$ cat config.mk
export PLATFORM = sky130hd
export DESIGN_NAME = ale_word_grid_lock_tracker_flat
export DESIGN_NICKNAME = d
export VERILOG_FILES = /design/src/sv/awglt_pkg.sv /design/src/sv/awglt_req_if.sv /design/src/sv/awglt_rsp_if.sv /design/src/sv/awglt_csr_if.sv /design/src/sv/awglt_phase.sv /design/src/sv/awglt_core.sv /design/src/sv/awglt_rsp_fifo.sv /design/src/sv/ale_word_grid_lock_tracker.sv /design/src/flat_wrapper.sv
export SDC_FILE = /design/constraint.sdc
export NUM_CORES = 2
export LEC_CHECK = 0
export BUFFER_PORTS_ARGS = -buffer_cell sky130_fd_sc_hd__buf_2
export CAP_MARGIN = 5
export CORE_ASPECT_RATIO = 0.8
export CORE_MARGIN = 10
export CORE_UTILIZATION = 50
export CTS_BUF_LIST = sky130_fd_sc_hd__clkbuf_4 sky130_fd_sc_hd__clkbuf_8
export DETAILED_ROUTE_END_ITERATION = 7
export PLACE_DENSITY = 0.66
export SLEW_MARGIN = 20
export SYNTH_ARGS = -nofsm -noshare
export SYNTH_HDL_FRONTEND = slang
export SYNTH_HIERARCHICAL = 1
export SYNTH_SLANG_ARGS = --single-unit
$ cat constraint.sdc
create_clock -name clock -period 27.3 [get_ports clock]
set_input_delay 5.46 -clock clock [delete_from_list [all_inputs] [get_ports clock]]
set_output_delay 5.46 -clock clock [all_outputs]
set_load 0.005 [all_outputs]
$ cat src/sv/awglt_pkg.sv
// shared types and constants of the word grid lock tracker
`timescale 1ns / 1ps
`default_nettype none

package awglt_pkg;

   // command codes
   localparam logic CMD_WORD = 1'b0;
   localparam logic CMD_GAP  = 1'b1;

   // preamble type codes in word bits 23..21
   localparam logic [2:0] PTYPE_TO   = 3'd2;
   localparam logic [2:0] PTYPE_TWAS = 3'd3;
   localparam logic [2:0] PTYPE_FROM = 3'd4;
   localparam logic [2:0] PTYPE_TIS  = 3'd5;

   // one input beat
   typedef struct packed {
      logic        command;
      logic [31:0] sample_position;
      logic        decode_pass;
      logic        fec_clean;
      logic        undecodable;
      logic [5:0]  vote_count;
      logic [23:0] word_bits;
      logic [15:0] energy;
   } req_item_type;

   // one result beat
   typedef struct packed {
      logic [23:0] out_word;
      logic        out_decoded;
      logic [5:0]  out_votes;
      logic [31:0] out_position;
      logic        last;
   } rsp_item_type;

   // results of one item handed to the result queue
   typedef struct packed {
      logic [1:0]   count;
      rsp_item_type first;
      rsp_item_type second;
   } result_pair_type;

endpackage

`default_nettype wire

$ cat src/sv/awglt_req_if.sv
// input channel of word candidates and silence gap events
`timescale 1ns / 1ps
`default_nettype none

interface awglt_req_if;
   logic        valid;
   logic        ready;
   logic        command;
   logic [31:0] sample_position;
   logic        decode_pass;
   logic        fec_clean;
   logic        undecodable;
   logic [5:0]  vote_count;
   logic [23:0] word_bits;
   logic [15:0] energy;

   modport source (
      output valid, command, sample_position, decode_pass, fec_clean,
             undecodable, vote_count, word_bits, energy,
      input  ready
   );
   modport sink (
      input  valid, command, sample_position, decode_pass, fec_clean,
             undecodable, vote_count, word_bits, energy,
      output ready
   );
endinterface

`default_nettype wire

$ cat src/sv/awglt_rsp_if.sv
// result channel of emitted words
`timescale 1ns / 1ps
`default_nettype none

interface awglt_rsp_if;
   logic        valid;
   logic        ready;
   logic [23:0] out_word;
   logic        out_decoded;
   logic [5:0]  out_votes;
   logic [31:0] out_position;
   logic        last;

   modport source (
      output valid, out_word, out_decoded, out_votes, out_position, last,
      input  ready
   );
   modport sink (
      input  valid, out_word, out_decoded, out_votes, out_position, last,
      output ready
   );
endinterface

`default_nettype wire

$ cat src/sv/awglt_csr_if.sv
// configuration write channel for the vote threshold
`timescale 1ns / 1ps
`default_nettype none

interface awglt_csr_if;
   logic       valid;
   logic       ready;
   logic [5:0] data;

   modport source (output valid, data, input ready);
   modport sink   (input valid, data, output ready);
endinterface

`default_nettype wire

$ cat src/sv/awglt_phase.sv
// input pipeline that reduces the sample position modulo the word length
`timescale 1ns / 1ps
`default_nettype none

module awglt_phase #(
   parameter int WORD_LEN_SAMPLES = 3136
) (
   input  wire logic                   clock,
   input  wire logic                   reset,
   input  wire logic                   advance,
   input  wire logic                   in_valid,
   input  wire awglt_pkg::req_item_type in_item,
   output logic                        out_valid,
   output awglt_pkg::req_item_type     out_item,
   output logic [$clog2(WORD_LEN_SAMPLES)-1:0] out_pos_mod
);
   import awglt_pkg::*;

   localparam int PW = $clog2(WORD_LEN_SAMPLES);
   localparam longint unsigned TWO32 = 64'h1_0000_0000;
   localparam longint unsigned RECIP = TWO32 / WORD_LEN_SAMPLES;
   localparam int RW = $clog2(RECIP + 1);
   localparam logic [RW-1:0] RECIP_W = RW'(RECIP);
   localparam logic [31:0] WL32 = 32'(WORD_LEN_SAMPLES);

   logic v1_ff, v2_ff, v3_ff, v4_ff;
   req_item_type item1_ff, item2_ff, item3_ff, item4_ff;
   logic [32+RW-1:0] prod2_ff, prod2_in;
   logic [31:0] qw3_ff, qw3_in;
   logic [PW-1:0] mod4_ff, mod4_in;
   logic [RW-1:0] quot;
   logic [31:0] rem_raw;

   // estimated quotient from the reciprocal, off by at most one
   assign prod2_in = item1_ff.sample_position * RECIP_W;
   assign quot     = prod2_ff[32+RW-1:32];
   assign qw3_in   = 32'(quot) * WL32;

   // one correction step brings the remainder below the word length
   assign rem_raw = item3_ff.sample_position - qw3_ff;
   assign mod4_in = (rem_raw >= WL32) ? PW'(rem_raw - WL32) : PW'(rem_raw);

   // stage valid bits
   always_ff @(posedge clock) begin
      if (reset) begin
         v1_ff <= 1'b0;
         v2_ff <= 1'b0;
         v3_ff <= 1'b0;
         v4_ff <= 1'b0;
      end else if (advance) begin
         v1_ff <= in_valid;
         v2_ff <= v1_ff;
         v3_ff <= v2_ff;
         v4_ff <= v3_ff;
      end
   end

   // stage payload
   always_ff @(posedge clock) begin
      if (advance) begin
         item1_ff <= in_item;
         item2_ff <= item1_ff;
         prod2_ff <= prod2_in;
         item3_ff <= item2_ff;
         qw3_ff   <= qw3_in;
         item4_ff <= item3_ff;
         mod4_ff  <= mod4_in;
      end
   end

   assign out_valid   = v4_ff;
   assign out_item    = item4_ff;
   assign out_pos_mod = mod4_ff;

endmodule

`default_nettype wire

$ cat src/sv/awglt_core.sv
// grid lock state, candidate gate, refinement window and result forming
`timescale 1ns / 1ps
`default_nettype none

module awglt_core #(
   parameter int SYMBOL_SAMPLES   = 64,
   parameter int WORD_LEN_SAMPLES = 3136,
   parameter int LOCK_TIMEOUT     = 12544
) (
   input  wire logic                    clock,
   input  wire logic                    reset,
   input  wire logic                    fire,
   input  wire awglt_pkg::req_item_type item,
   input  wire logic [$clog2(WORD_LEN_SAMPLES)-1:0] pos_mod,
   input  wire logic [5:0]              min_votes,
   output awglt_pkg::result_pair_type   res
);
   import awglt_pkg::*;

   localparam int PW = $clog2(WORD_LEN_SAMPLES);
   localparam longint unsigned TWO32 = 64'h1_0000_0000;
   localparam logic [31:0] SYM32 = 32'(SYMBOL_SAMPLES);
   localparam logic [31:0] TO32  = 32'(LOCK_TIMEOUT);
   localparam logic [31:0] M32   = 32'(WORD_LEN_SAMPLES - SYMBOL_SAMPLES);
   localparam logic [PW:0] WL_P1 = (PW+1)'(WORD_LEN_SAMPLES);
   localparam logic [PW-1:0] WRAP_C = PW'(TWO32 % WORD_LEN_SAMPLES);

   logic          locked_ff, locked_in;
   logic [31:0]   anchor_ff, anchor_in;
   logic [PW-1:0] anc_mod_ff, anc_mod_in;
   logic [31:0]   unc_ff, unc_in;
   logic          refining_ff, refining_in;
   logic [31:0]   start_ff, start_in;
   logic [15:0]   best_energy_ff, best_energy_in;
   logic [31:0]   best_pos_ff, best_pos_in;
   logic [PW-1:0] best_mod_ff, best_mod_in;
   logic [5:0]    best_votes_ff, best_votes_in;
   logic [23:0]   best_word_ff, best_word_in;

   logic          cmd_gap, win_close, lock1, ref1, timed_out, lock2;
   logic [31:0]   pos, anchor1, grid_span;
   logic [PW-1:0] anc_mod1, ph;
   logic [PW:0]   t1, t1b, t2;
   logic [31:0]   ph32;
   logic [2:0]    ptype;
   logic          votes_ok, preamble_ok, spacing_ok, phase_ok, gate_ok;
   logic          take, first, better, report, commit, rep_now;
   rsp_item_type  commit_item, report_item;

   assign pos     = item.sample_position;
   assign cmd_gap = (item.command == CMD_GAP);

   // window close and lock timeout ahead of the gate
   assign win_close = refining_ff && ((pos - start_ff) >= SYM32);
   assign lock1     = locked_ff || win_close;
   assign ref1      = refining_ff && !win_close;
   assign anchor1   = win_close ? best_pos_ff : anchor_ff;
   assign anc_mod1  = win_close ? best_mod_ff : anc_mod_ff;
   assign grid_span = pos - anchor1;
   assign timed_out = lock1 && !ref1 && (grid_span > TO32);
   assign lock2     = lock1 && !timed_out;

   // grid phase from the residues, corrected for wrap of the difference
   assign t1   = {1'b0, pos_mod} + (WL_P1 - {1'b0, anc_mod1});
   assign t1b  = (t1 >= WL_P1) ? t1 - WL_P1 : t1;
   assign t2   = t1b + ((pos < anchor1) ? {1'b0, WRAP_C} : '0);
   assign ph   = (t2 >= WL_P1) ? PW'(t2 - WL_P1) : PW'(t2);
   assign ph32 = 32'(ph);

   // candidate gate
   assign ptype       = item.word_bits[23:21];
   assign votes_ok    = (item.vote_count >= min_votes);
   assign preamble_ok = (ptype == PTYPE_TO) || (ptype == PTYPE_TWAS)
                        || (ptype == PTYPE_FROM) || (ptype == PTYPE_TIS);
   assign spacing_ok  = (grid_span >= M32);
   assign phase_ok    = (ph32 <= SYM32) || (ph32 >= M32);
   assign gate_ok     = votes_ok && (lock2 ? (spacing_ok && (item.fec_clean || phase_ok))
                                           : preamble_ok);

   assign take   = item.decode_pass && gate_ok;
   assign first  = !ref1;
   assign better = first || (item.energy > best_energy_ff);

   // exact-phase uncorrectable report
   assign report = !item.decode_pass && !ref1 && lock2 && votes_ok && item.undecodable
                   && spacing_ok && (ph == '0) && ((pos - unc_ff) >= M32);

   assign commit  = cmd_gap ? refining_ff : win_close;
   assign rep_now = !cmd_gap && report;

   // next state
   always_comb begin
      locked_in      = locked_ff;
      anchor_in      = anchor_ff;
      anc_mod_in     = anc_mod_ff;
      unc_in         = unc_ff;
      refining_in    = refining_ff;
      start_in       = start_ff;
      best_energy_in = best_energy_ff;
      best_pos_in    = best_pos_ff;
      best_mod_in    = best_mod_ff;
      best_votes_in  = best_votes_ff;
      best_word_in   = best_word_ff;
      if (fire) begin
         if (cmd_gap) begin
            locked_in   = 1'b0;
            refining_in = 1'b0;
            if (refining_ff) begin
               anchor_in  = best_pos_ff;
               anc_mod_in = best_mod_ff;
            end
         end else begin
            locked_in   = lock2;
            anchor_in   = anchor1;
            anc_mod_in  = anc_mod1;
            refining_in = ref1 || take;
            if (take && first) begin
               start_in = pos;
            end
            if (take && better) begin
               best_energy_in = item.energy;
               best_pos_in    = pos;
               best_mod_in    = pos_mod;
               best_votes_in  = item.vote_count;
               best_word_in   = item.word_bits;
            end
            if (report) begin
               unc_in = pos;
            end
         end
      end
   end

   // result forming
   always_comb begin
      commit_item.out_word     = best_word_ff;
      commit_item.out_decoded  = 1'b1;
      commit_item.out_votes    = best_votes_ff;
      commit_item.out_position = best_pos_ff;
      commit_item.last         = !rep_now;
      report_item.out_word     = item.word_bits;
      report_item.out_decoded  = 1'b0;
      report_item.out_votes    = '0;
      report_item.out_position = pos;
      report_item.last         = 1'b1;
      res = '0;
      if (fire) begin
         priority if (commit && rep_now) begin
            res.count  = 2'd2;
            res.first  = commit_item;
            res.second = report_item;
         end else if (commit) begin
            res.count = 2'd1;
            res.first = commit_item;
         end else if (rep_now) begin
            res.count = 2'd1;
            res.first = report_item;
         end
      end
   end

   // state registers
   always_ff @(posedge clock) begin
      if (reset) begin
         locked_ff      <= 1'b0;
         anchor_ff      <= '0;
         anc_mod_ff     <= '0;
         unc_ff         <= '0;
         refining_ff    <= 1'b0;
         start_ff       <= '0;
         best_energy_ff <= '0;
         best_pos_ff    <= '0;
         best_mod_ff    <= '0;
         best_votes_ff  <= '0;
         best_word_ff   <= '0;
      end else begin
         locked_ff      <= locked_in;
         anchor_ff      <= anchor_in;
         anc_mod_ff     <= anc_mod_in;
         unc_ff         <= unc_in;
         refining_ff    <= refining_in;
         start_ff       <= start_in;
         best_energy_ff <= best_energy_in;
         best_pos_ff    <= best_pos_in;
         best_mod_ff    <= best_mod_in;
         best_votes_ff  <= best_votes_in;
         best_word_ff   <= best_word_in;
      end
   end

endmodule

`default_nettype wire

$ cat src/sv/awglt_rsp_fifo.sv
// four-beat result queue taking up to two beats per cycle
`timescale 1ns / 1ps
`default_nettype none

module awglt_rsp_fifo (
   input  wire logic                       clock,
   input  wire logic                       reset,
   input  wire awglt_pkg::result_pair_type push,
   input  wire logic                       pop,
   output awglt_pkg::rsp_item_type         head,
   output logic                            not_empty,
   output logic                            room
);
   import awglt_pkg::*;

   localparam int DEPTH = 4;
   localparam int AW    = $clog2(DEPTH);
   localparam int CW    = $clog2(DEPTH + 1);

   rsp_item_type entry_ff [DEPTH];
   logic [AW-1:0] wr_ptr_ff, wr_ptr_in, rd_ptr_ff, rd_ptr_in, wr_next;
   logic [CW-1:0] count_ff, count_in;

   assign wr_next   = wr_ptr_ff + AW'(1);
   assign wr_ptr_in = wr_ptr_ff + AW'(push.count);
   assign rd_ptr_in = rd_ptr_ff + AW'(pop);
   assign count_in  = count_ff + CW'(push.count) - CW'(pop);

   // room for a full pair of beats, from the registered fill only
   assign room      = (count_ff <= CW'(DEPTH - 2));
   assign not_empty = (count_ff != '0);
   assign head      = entry_ff[rd_ptr_ff];

   // pointers and fill
   always_ff @(posedge clock) begin
      if (reset) begin
         wr_ptr_ff <= '0;
         rd_ptr_ff <= '0;
         count_ff  <= '0;
      end else begin
         wr_ptr_ff <= wr_ptr_in;
         rd_ptr_ff <= rd_ptr_in;
         count_ff  <= count_in;
      end
   end

   // storage
   always_ff @(posedge clock) begin
      if (push.count != 2'd0) begin
         entry_ff[wr_ptr_ff] <= push.first;
      end
      if (push.count == 2'd2) begin
         entry_ff[wr_next] <= push.second;
      end
   end

endmodule

`default_nettype wire

$ cat src/sv/ale_word_grid_lock_tracker.sv
// top level of the word grid lock tracker
`timescale 1ns / 1ps
`default_nettype none

// Takes one word candidate or silence gap beat per clock. The sample position
// is reduced modulo the word length in a four-stage input pipeline (reciprocal
// multiply, quotient back-multiply, one correction step) feeding the lock,
// gate and refinement logic, which works on one item per cycle while the
// four-beat output queue has room for a pair of results. An item that both
// closes a refinement window and lands as an on-grid uncorrectable word gives
// two result beats. Intake holds while the queue has fewer than two free
// entries and the last stage holds an item, so sustained rate is one item per
// cycle as long as the results drain at the rate they are made. The vote
// threshold register is written through the always-ready csr channel.
module ale_word_grid_lock_tracker #(
   parameter int SYMBOL_SAMPLES   = 64,
   parameter int WORD_LEN_SAMPLES = 3136,
   parameter int LOCK_TIMEOUT     = 12544
) (
   input  wire logic   clock,
   input  wire logic   reset,
   awglt_req_if.sink   req_bus,
   awglt_rsp_if.source rsp_bus,
   awglt_csr_if.sink   csr_bus
);
   import awglt_pkg::*;

   localparam int PW = $clog2(WORD_LEN_SAMPLES);

   logic            advance, stage_valid, core_fire, fifo_room, fifo_ne, rsp_pop;
   logic [5:0]      min_votes_ff;
   req_item_type    in_item, stage_item;
   logic [PW-1:0]   stage_mod;
   result_pair_type core_res;
   rsp_item_type    head;

   // vote threshold register
   assign csr_bus.ready = 1'b1;
   always_ff @(posedge clock) begin
      if (reset) begin
         min_votes_ff <= '0;
      end else if (csr_bus.valid) begin
         min_votes_ff <= csr_bus.data;
      end
   end

   // input beat
   assign in_item.command         = req_bus.command;
   assign in_item.sample_position = req_bus.sample_position;
   assign in_item.decode_pass     = req_bus.decode_pass;
   assign in_item.fec_clean       = req_bus.fec_clean;
   assign in_item.undecodable     = req_bus.undecodable;
   assign in_item.vote_count      = req_bus.vote_count;
   assign in_item.word_bits       = req_bus.word_bits;
   assign in_item.energy          = req_bus.energy;

   // pipeline holds only when the last stage has nowhere to put its results
   assign advance       = !(stage_valid && !fifo_room);
   assign core_fire     = stage_valid && fifo_room;
   assign req_bus.ready = advance;

   awglt_phase #(
      .WORD_LEN_SAMPLES(WORD_LEN_SAMPLES)
   ) u_phase (
      .clock      (clock),
      .reset      (reset),
      .advance    (advance),
      .in_valid   (req_bus.valid),
      .in_item    (in_item),
      .out_valid  (stage_valid),
      .out_item   (stage_item),
      .out_pos_mod(stage_mod)
   );

   awglt_core #(
      .SYMBOL_SAMPLES  (SYMBOL_SAMPLES),
      .WORD_LEN_SAMPLES(WORD_LEN_SAMPLES),
      .LOCK_TIMEOUT    (LOCK_TIMEOUT)
   ) u_core (
      .clock    (clock),
      .reset    (reset),
      .fire     (core_fire),
      .item     (stage_item),
      .pos_mod  (stage_mod),
      .min_votes(min_votes_ff),
      .res      (core_res)
   );

   assign rsp_pop = rsp_bus.valid && rsp_bus.ready;

   awglt_rsp_fifo u_fifo (
      .clock    (clock),
      .reset    (reset),
      .push     (core_res),
      .pop      (rsp_pop),
      .head     (head),
      .not_empty(fifo_ne),
      .room     (fifo_room)
   );

   // result beat
   assign rsp_bus.valid        = fifo_ne;
   assign rsp_bus.out_word     = head.out_word;
   assign rsp_bus.out_decoded  = head.out_decoded;
   assign rsp_bus.out_votes    = head.out_votes;
   assign rsp_bus.out_position = head.out_position;
   assign rsp_bus.last         = head.last;

   // results are only made when the queue can hold a full pair
   a_push_room : assert property (@(posedge clock) disable iff (reset)
      (core_res.count != 2'd0) |-> fifo_room)
      else $error("results pushed without queue room");

   // a pair is a commit followed by the report, last on the second only
   a_pair_order : assert property (@(posedge clock) disable iff (reset)
      (core_res.count == 2'd2) |->
         (core_res.first.out_decoded && !core_res.first.last
          && !core_res.second.out_decoded && core_res.second.last))
      else $error("malformed result pair");

   // an uncorrectable report carries no votes
   a_report_votes : assert property (@(posedge clock) disable iff (reset)
      (rsp_bus.valid && !rsp_bus.out_decoded) |-> (rsp_bus.out_votes == 6'd0))
      else $error("uncorrectable report with votes");

endmodule

`default_nettype wire

$ cat src/flat_wrapper.sv
// flat-port wrapper written by rule: the top's interface ports become plain ports
module ale_word_grid_lock_tracker_flat import awglt_pkg::*;
#(
   parameter int SYMBOL_SAMPLES   = 64,
   parameter int WORD_LEN_SAMPLES = 3136,
   parameter int LOCK_TIMEOUT     = 12544
)
  (clock, reset, req_bus_valid, req_bus_command, req_bus_sample_position, req_bus_decode_pass, req_bus_fec_clean, req_bus_undecodable, req_bus_vote_count, req_bus_word_bits, req_bus_energy, req_bus_ready, rsp_bus_valid, rsp_bus_out_word, rsp_bus_out_decoded, rsp_bus_out_votes, rsp_bus_out_position, rsp_bus_last, rsp_bus_ready, csr_bus_valid, csr_bus_data, csr_bus_ready);
  awglt_req_if req_bus_i ();
  awglt_rsp_if rsp_bus_i ();
  awglt_csr_if csr_bus_i ();
  input  wire logic clock;
  input  wire logic reset;
  input wire logic [$bits(req_bus_i.valid)-1:0] req_bus_valid;
  input wire logic [$bits(req_bus_i.command)-1:0] req_bus_command;
  input wire logic [$bits(req_bus_i.sample_position)-1:0] req_bus_sample_position;
  input wire logic [$bits(req_bus_i.decode_pass)-1:0] req_bus_decode_pass;
  input wire logic [$bits(req_bus_i.fec_clean)-1:0] req_bus_fec_clean;
  input wire logic [$bits(req_bus_i.undecodable)-1:0] req_bus_undecodable;
  input wire logic [$bits(req_bus_i.vote_count)-1:0] req_bus_vote_count;
  input wire logic [$bits(req_bus_i.word_bits)-1:0] req_bus_word_bits;
  input wire logic [$bits(req_bus_i.energy)-1:0] req_bus_energy;
  output wire logic [$bits(req_bus_i.ready)-1:0] req_bus_ready;
  output wire logic [$bits(rsp_bus_i.valid)-1:0] rsp_bus_valid;
  output wire logic [$bits(rsp_bus_i.out_word)-1:0] rsp_bus_out_word;
  output wire logic [$bits(rsp_bus_i.out_decoded)-1:0] rsp_bus_out_decoded;
  output wire logic [$bits(rsp_bus_i.out_votes)-1:0] rsp_bus_out_votes;
  output wire logic [$bits(rsp_bus_i.out_position)-1:0] rsp_bus_out_position;
  output wire logic [$bits(rsp_bus_i.last)-1:0] rsp_bus_last;
  input wire logic [$bits(rsp_bus_i.ready)-1:0] rsp_bus_ready;
  input wire logic [$bits(csr_bus_i.valid)-1:0] csr_bus_valid;
  input wire logic [$bits(csr_bus_i.data)-1:0] csr_bus_data;
  output wire logic [$bits(csr_bus_i.ready)-1:0] csr_bus_ready;
  assign req_bus_i.valid = req_bus_valid;
  assign req_bus_i.command = req_bus_command;
  assign req_bus_i.sample_position = req_bus_sample_position;
  assign req_bus_i.decode_pass = req_bus_decode_pass;
  assign req_bus_i.fec_clean = req_bus_fec_clean;
  assign req_bus_i.undecodable = req_bus_undecodable;
  assign req_bus_i.vote_count = req_bus_vote_count;
  assign req_bus_i.word_bits = req_bus_word_bits;
  assign req_bus_i.energy = req_bus_energy;
  assign req_bus_ready = req_bus_i.ready;
  assign rsp_bus_valid = rsp_bus_i.valid;
  assign rsp_bus_out_word = rsp_bus_i.out_word;
  assign rsp_bus_out_decoded = rsp_bus_i.out_decoded;
  assign rsp_bus_out_votes = rsp_bus_i.out_votes;
  assign rsp_bus_out_position = rsp_bus_i.out_position;
  assign rsp_bus_last = rsp_bus_i.last;
  assign rsp_bus_i.ready = rsp_bus_ready;
  assign csr_bus_i.valid = csr_bus_valid;
  assign csr_bus_i.data = csr_bus_data;
  assign csr_bus_ready = csr_bus_i.ready;
  ale_word_grid_lock_tracker #(.SYMBOL_SAMPLES(SYMBOL_SAMPLES), .WORD_LEN_SAMPLES(WORD_LEN_SAMPLES), .LOCK_TIMEOUT(LOCK_TIMEOUT)) u_core (.clock(clock), .reset(reset), .req_bus(req_bus_i), .rsp_bus(rsp_bus_i), .csr_bus(csr_bus_i));
endmodule
==> impl_metrics.ini <==
[run_status]
status = complete, no violations

[setup_path]
path_max_fanout = 57
crit_family = compound AO/OA/AOI/OAI gates
crit_slowest_cell = buf_4
max_stage_delay_ns = 0.86
rr_worst_depth = 39
crit_path_end_kind = flop
reg2reg_setup_slack_ns = 14.09
criticalPathCategory = flop to flop
startpoint_type = flop
worst-path-buf-inv = 6
worstPathRequired_ns = 27.89
r2r_start = u_core/u_phase/out_item[49]$_DFFE_PP_
rr_endpoint = u_core/u_fifo/entry_ff[1][20]$_DFFE_PP_
arrival_ns = 13.80

[min_path]
hp-class = flop to flop
min_to = u_core/u_phase/item3_ff[50]$_DFFE_PP_
min-delay-start = u_core/u_phase/item2_ff[50]$_DFFE_PP_
min_path_cells = 0

[logic_synthesis]
syn_avg_cell_area_um2 = 11.38
synth.distinct_cells = 108
ys_seq_area_frac = 0.4133
synthCells = 4989
ys.flop_type = edfxtp_1
synth-warning-count = 6
synth_area_um2 = 56790
async_reset_ff_frac = 0
synth_seq_cells = 854
synth_edf_count = 637

[timing]
worstMarginPinSlew_ns = 1.204
period_minus_slack_ns = 13.21
fin_setup_tns_ns = 0
finalSetupViolCount = 0
worst_slack_ns = 14.09
report.final.slew_viol_count = 0
period_share = 0.4838
rsz0062_at_grt = no
fin_skew_ns = 0.04476
hold_viol_final = 0
max_freq_ghz = 0.07571
slew_headroom = 0.1906

[final_layout]
n_fill_cell = 9701
layout_common_cells = edfxtp_1 (637), inv_1 (534), ha_1 (468), nand2_1 (447), mux2_2 (264)
final_nets = 5920
area_growth_syn_to_layout_pct = 9.046
drive_gt1_frac = 0.1715
final_common_cell = edfxtp_1

[global_route]
antenna_found_initial = 1
overflow = 0
grt_pass1_wl_um = 227400
grt.total_usage = 0.2255
grt_max_degree = 126
grt_pass1_vias = 38873

[routing]
vias = 39320
wire_per_inst_um = 21.56
drt_iter0_markers = 3335
drtAntennaViolNets = 0
drtPass1Iterations = 5
drt-vias-per-instance = 5.828
routed_wl_um = 145500
drc = 0

[pwr]
power_frac_comb = 0.539
switching_share = 0.4094
leakagePower_nw = 26.25
power_density_nw_per_um2 = 103.7
seq_power_share = 0.265
clkPwrFrac = 0.196
power.switching_mw = 2.630
p_int_mw = 3.793
irDropWorstVdd_mv = 0.1517

[floorplanning]
start_util = 0.5044
ios = 160
coreArea_um2 = 112600
fp.dieH_um = 321.4
row_count = 110
die_x_um = 396.8
dieArea_um2 = 127500

[clock_network]
cts_buffer_depth = 3
htree_levels = 4
cts_tree = done
cts_buffers = 145
cts_setup_buffers = 0
cts_root_buf = clkbuf_8
worstSkewPairLatency_ns = 0.86
cts_num_sinks = 854
cts_hold_buf = 0
path_clk_slew_ns = 0.07
cts.repair.resized = 0

[place]
globalplace.congestion = 0.9134
io_buffers = 158
dp_hpwl_um = 102500
dp_slack_ns = 14.19

[job]
maxCapViolCount = 0
==> registers in the layout, summed over array words and instances, names as in the netlist, 2 cells and up <==
register                      count
u_core/u_phase/out_pos_mod        6
u_core/u_phase/item2_ff          82
u_core/u_phase/item3_ff          82
u_core/u_phase/prod2_ff          21
u_core/u_phase/item1_ff          82
u_core/min_votes_ff               6
u_core/u_fifo/wr_ptr_ff           2
u_core/u_core/best_mod_ff        12
u_core/u_phase/qw3_ff            26
u_core/u_fifo/rd_ptr_ff           2
u_core/u_core/best_votes_ff       6
u_core/u_core/best_word_ff       24
u_core/u_core/best_pos_ff        32
u_core/u_fifo/entry_ff          256
u_core/u_core/anc_mod_ff         12
u_core/u_core/best_energy_ff     16
u_core/u_core/start_ff           32
u_core/u_core/anchor_ff          32
u_core/u_fifo/count_ff            3
u_core/u_phase/out_item          82
u_core/u_core/unc_ff             32
==> metrics by stage <==
| stage | hold slack, ns | cells | cell area [um^2] | power (mW) | util |
|---|---|---|---|---|---|
| 3_3_place_gp | 0.4001 | 6475 | 58710 | 5.144 | 0.5215 |
| 5_1_grt | 0.4147 | 6744 | 61920 | 7.050 | 0.5500 |
| 3_5_place_dp | 0.4045 | 6475 | 58710 | 5.177 | 0.5215 |
| 6_report | 0.4084 | 6747 | 61930 | 6.423 | 0.5501 |
| 2_1_floorplan | 0.4003 | 4995 | 56810 | 4.370 | - |
| 4_1_cts | 0.4048 | 6743 | 61920 | 6.472 | 0.5500 |
==> cell type report <==
type,instances,area (um^2),area share
Antenna cell,4,10.01,0.0001616
Clock buffer,219,2683,0.04332
Clock inverter,49,523.0,0.008445
Inverter,538,2029,0.03277
Multi-Input combinational cell,3370,30200,0.4877
Sequential cell,854,23480,0.3791
Tap cell,1512,1892,0.03055
Timing Repair Buffer,201,1114,0.01798
==> logic make-up after synthesis <==
group                    Yosys count  share of synthesized area
multiplexers                     517                     0.1110
other                              2                  0.0001322
buffers and inverters            771                    0.05797
flip-flops                       854                     0.4133
AND/OR/NAND/NOR                 1156                    0.09853
adder cells (fa/ha/maj)          717                     0.1908
AO/OA/AOI/OAI                    874                     0.1126
XOR/XNOR                          98                    0.01562
==> per-layer routing <==
layer | share of wire | global-route usage
met4 | 0.016 | 0.05341
met1 | 0.47 | 0.3348
met5 | 0 | 0
met2 | 0.43 | 0.3352
met3 | 0.078 | 0.04674
==> Yosys cell counts (all sizes together), types with 48 or more instances <==
| master | instances | area share |
|---|---|---|
| o21ai | 130 | 0.012 |
| and3 | 98 | 0.011 |
| a21oi | 175 | 0.016 |
| mux2i | 189 | 0.033 |
| mux4 | 64 | 0.025 |
| fa | 248 | 0.087 |
| dfxtp | 217 | 0.076 |
| buf | 94 | 0.013 |
| a2bb2oi | 56 | 0.0086 |
| mux2 | 264 | 0.052 |
| nor2 | 221 | 0.015 |
| nor3 | 76 | 0.0068 |
| inv | 537 | 0.035 |
| nand2 | 447 | 0.030 |
| edfxtp | 637 | 0.34 |
| clkbuf | 139 | 0.0092 |
| o31a | 48 | 0.0074 |
| a21o | 63 | 0.0083 |
| nand3 | 53 | 0.0048 |
| xnor2 | 56 | 0.0086 |
| ha | 469 | 0.10 |
==> worst reg2reg max path, delay by kind of cell, from the launching register on <==
| family | cells | cell delay [ns] |
|---|---|---|
| AOI/OAI and AO/OA | 13 | 3.69 |
| and+or+nand+nor | 8 | 3.10 |
| adders and majority gates | 7 | 2.10 |
| buffers and inverters | 6 | 1.97 |
| muxes | 2 | 0.88 |
| xor gates and xnor gates | 3 | 0.77 |
| DFF | 1 | 0.45 |
==> power groups by stage <==
stage                     combinational (mW)  clock [mW]  sequential [mW]
final                                   3.46        1.26             1.70
after global routing                    3.99        1.35             1.71
after CTS                               3.48        1.29             1.70
after detailed placement                3.45           0             1.73
after global placement                  3.42           0             1.73
after floorplan                         2.70           0             1.67
==> worst max path at each step <==
stage	start	end	slack [ns]	depth (start not counted)
after floorplan	u_core/u_fifo/count_ff[1]$_SDFF_PP0_	req_bus_ready	12.13	2
after global placement	u_core/u_phase/out_item[49]$_DFFE_PP_	u_core/u_fifo/entry_ff[1][37]$_DFFE_PP_	14.45	39
after detailed placement	u_core/u_phase/out_item[49]$_DFFE_PP_	u_core/u_fifo/entry_ff[1][25]$_DFFE_PP_	14.19	39
after CTS	u_core/u_phase/out_item[49]$_DFFE_PP_	u_core/u_fifo/entry_ff[1][20]$_DFFE_PP_	14.09	39
after global routing	u_core/u_phase/out_item[49]$_DFFE_PP_	u_core/u_fifo/entry_ff[1][21]$_DFFE_PP_	13.31	39
final	u_core/u_phase/out_item[49]$_DFFE_PP_	u_core/u_fifo/entry_ff[1][20]$_DFFE_PP_	14.09	39
No activity file was read; power rests on OpenSTA's default activity.
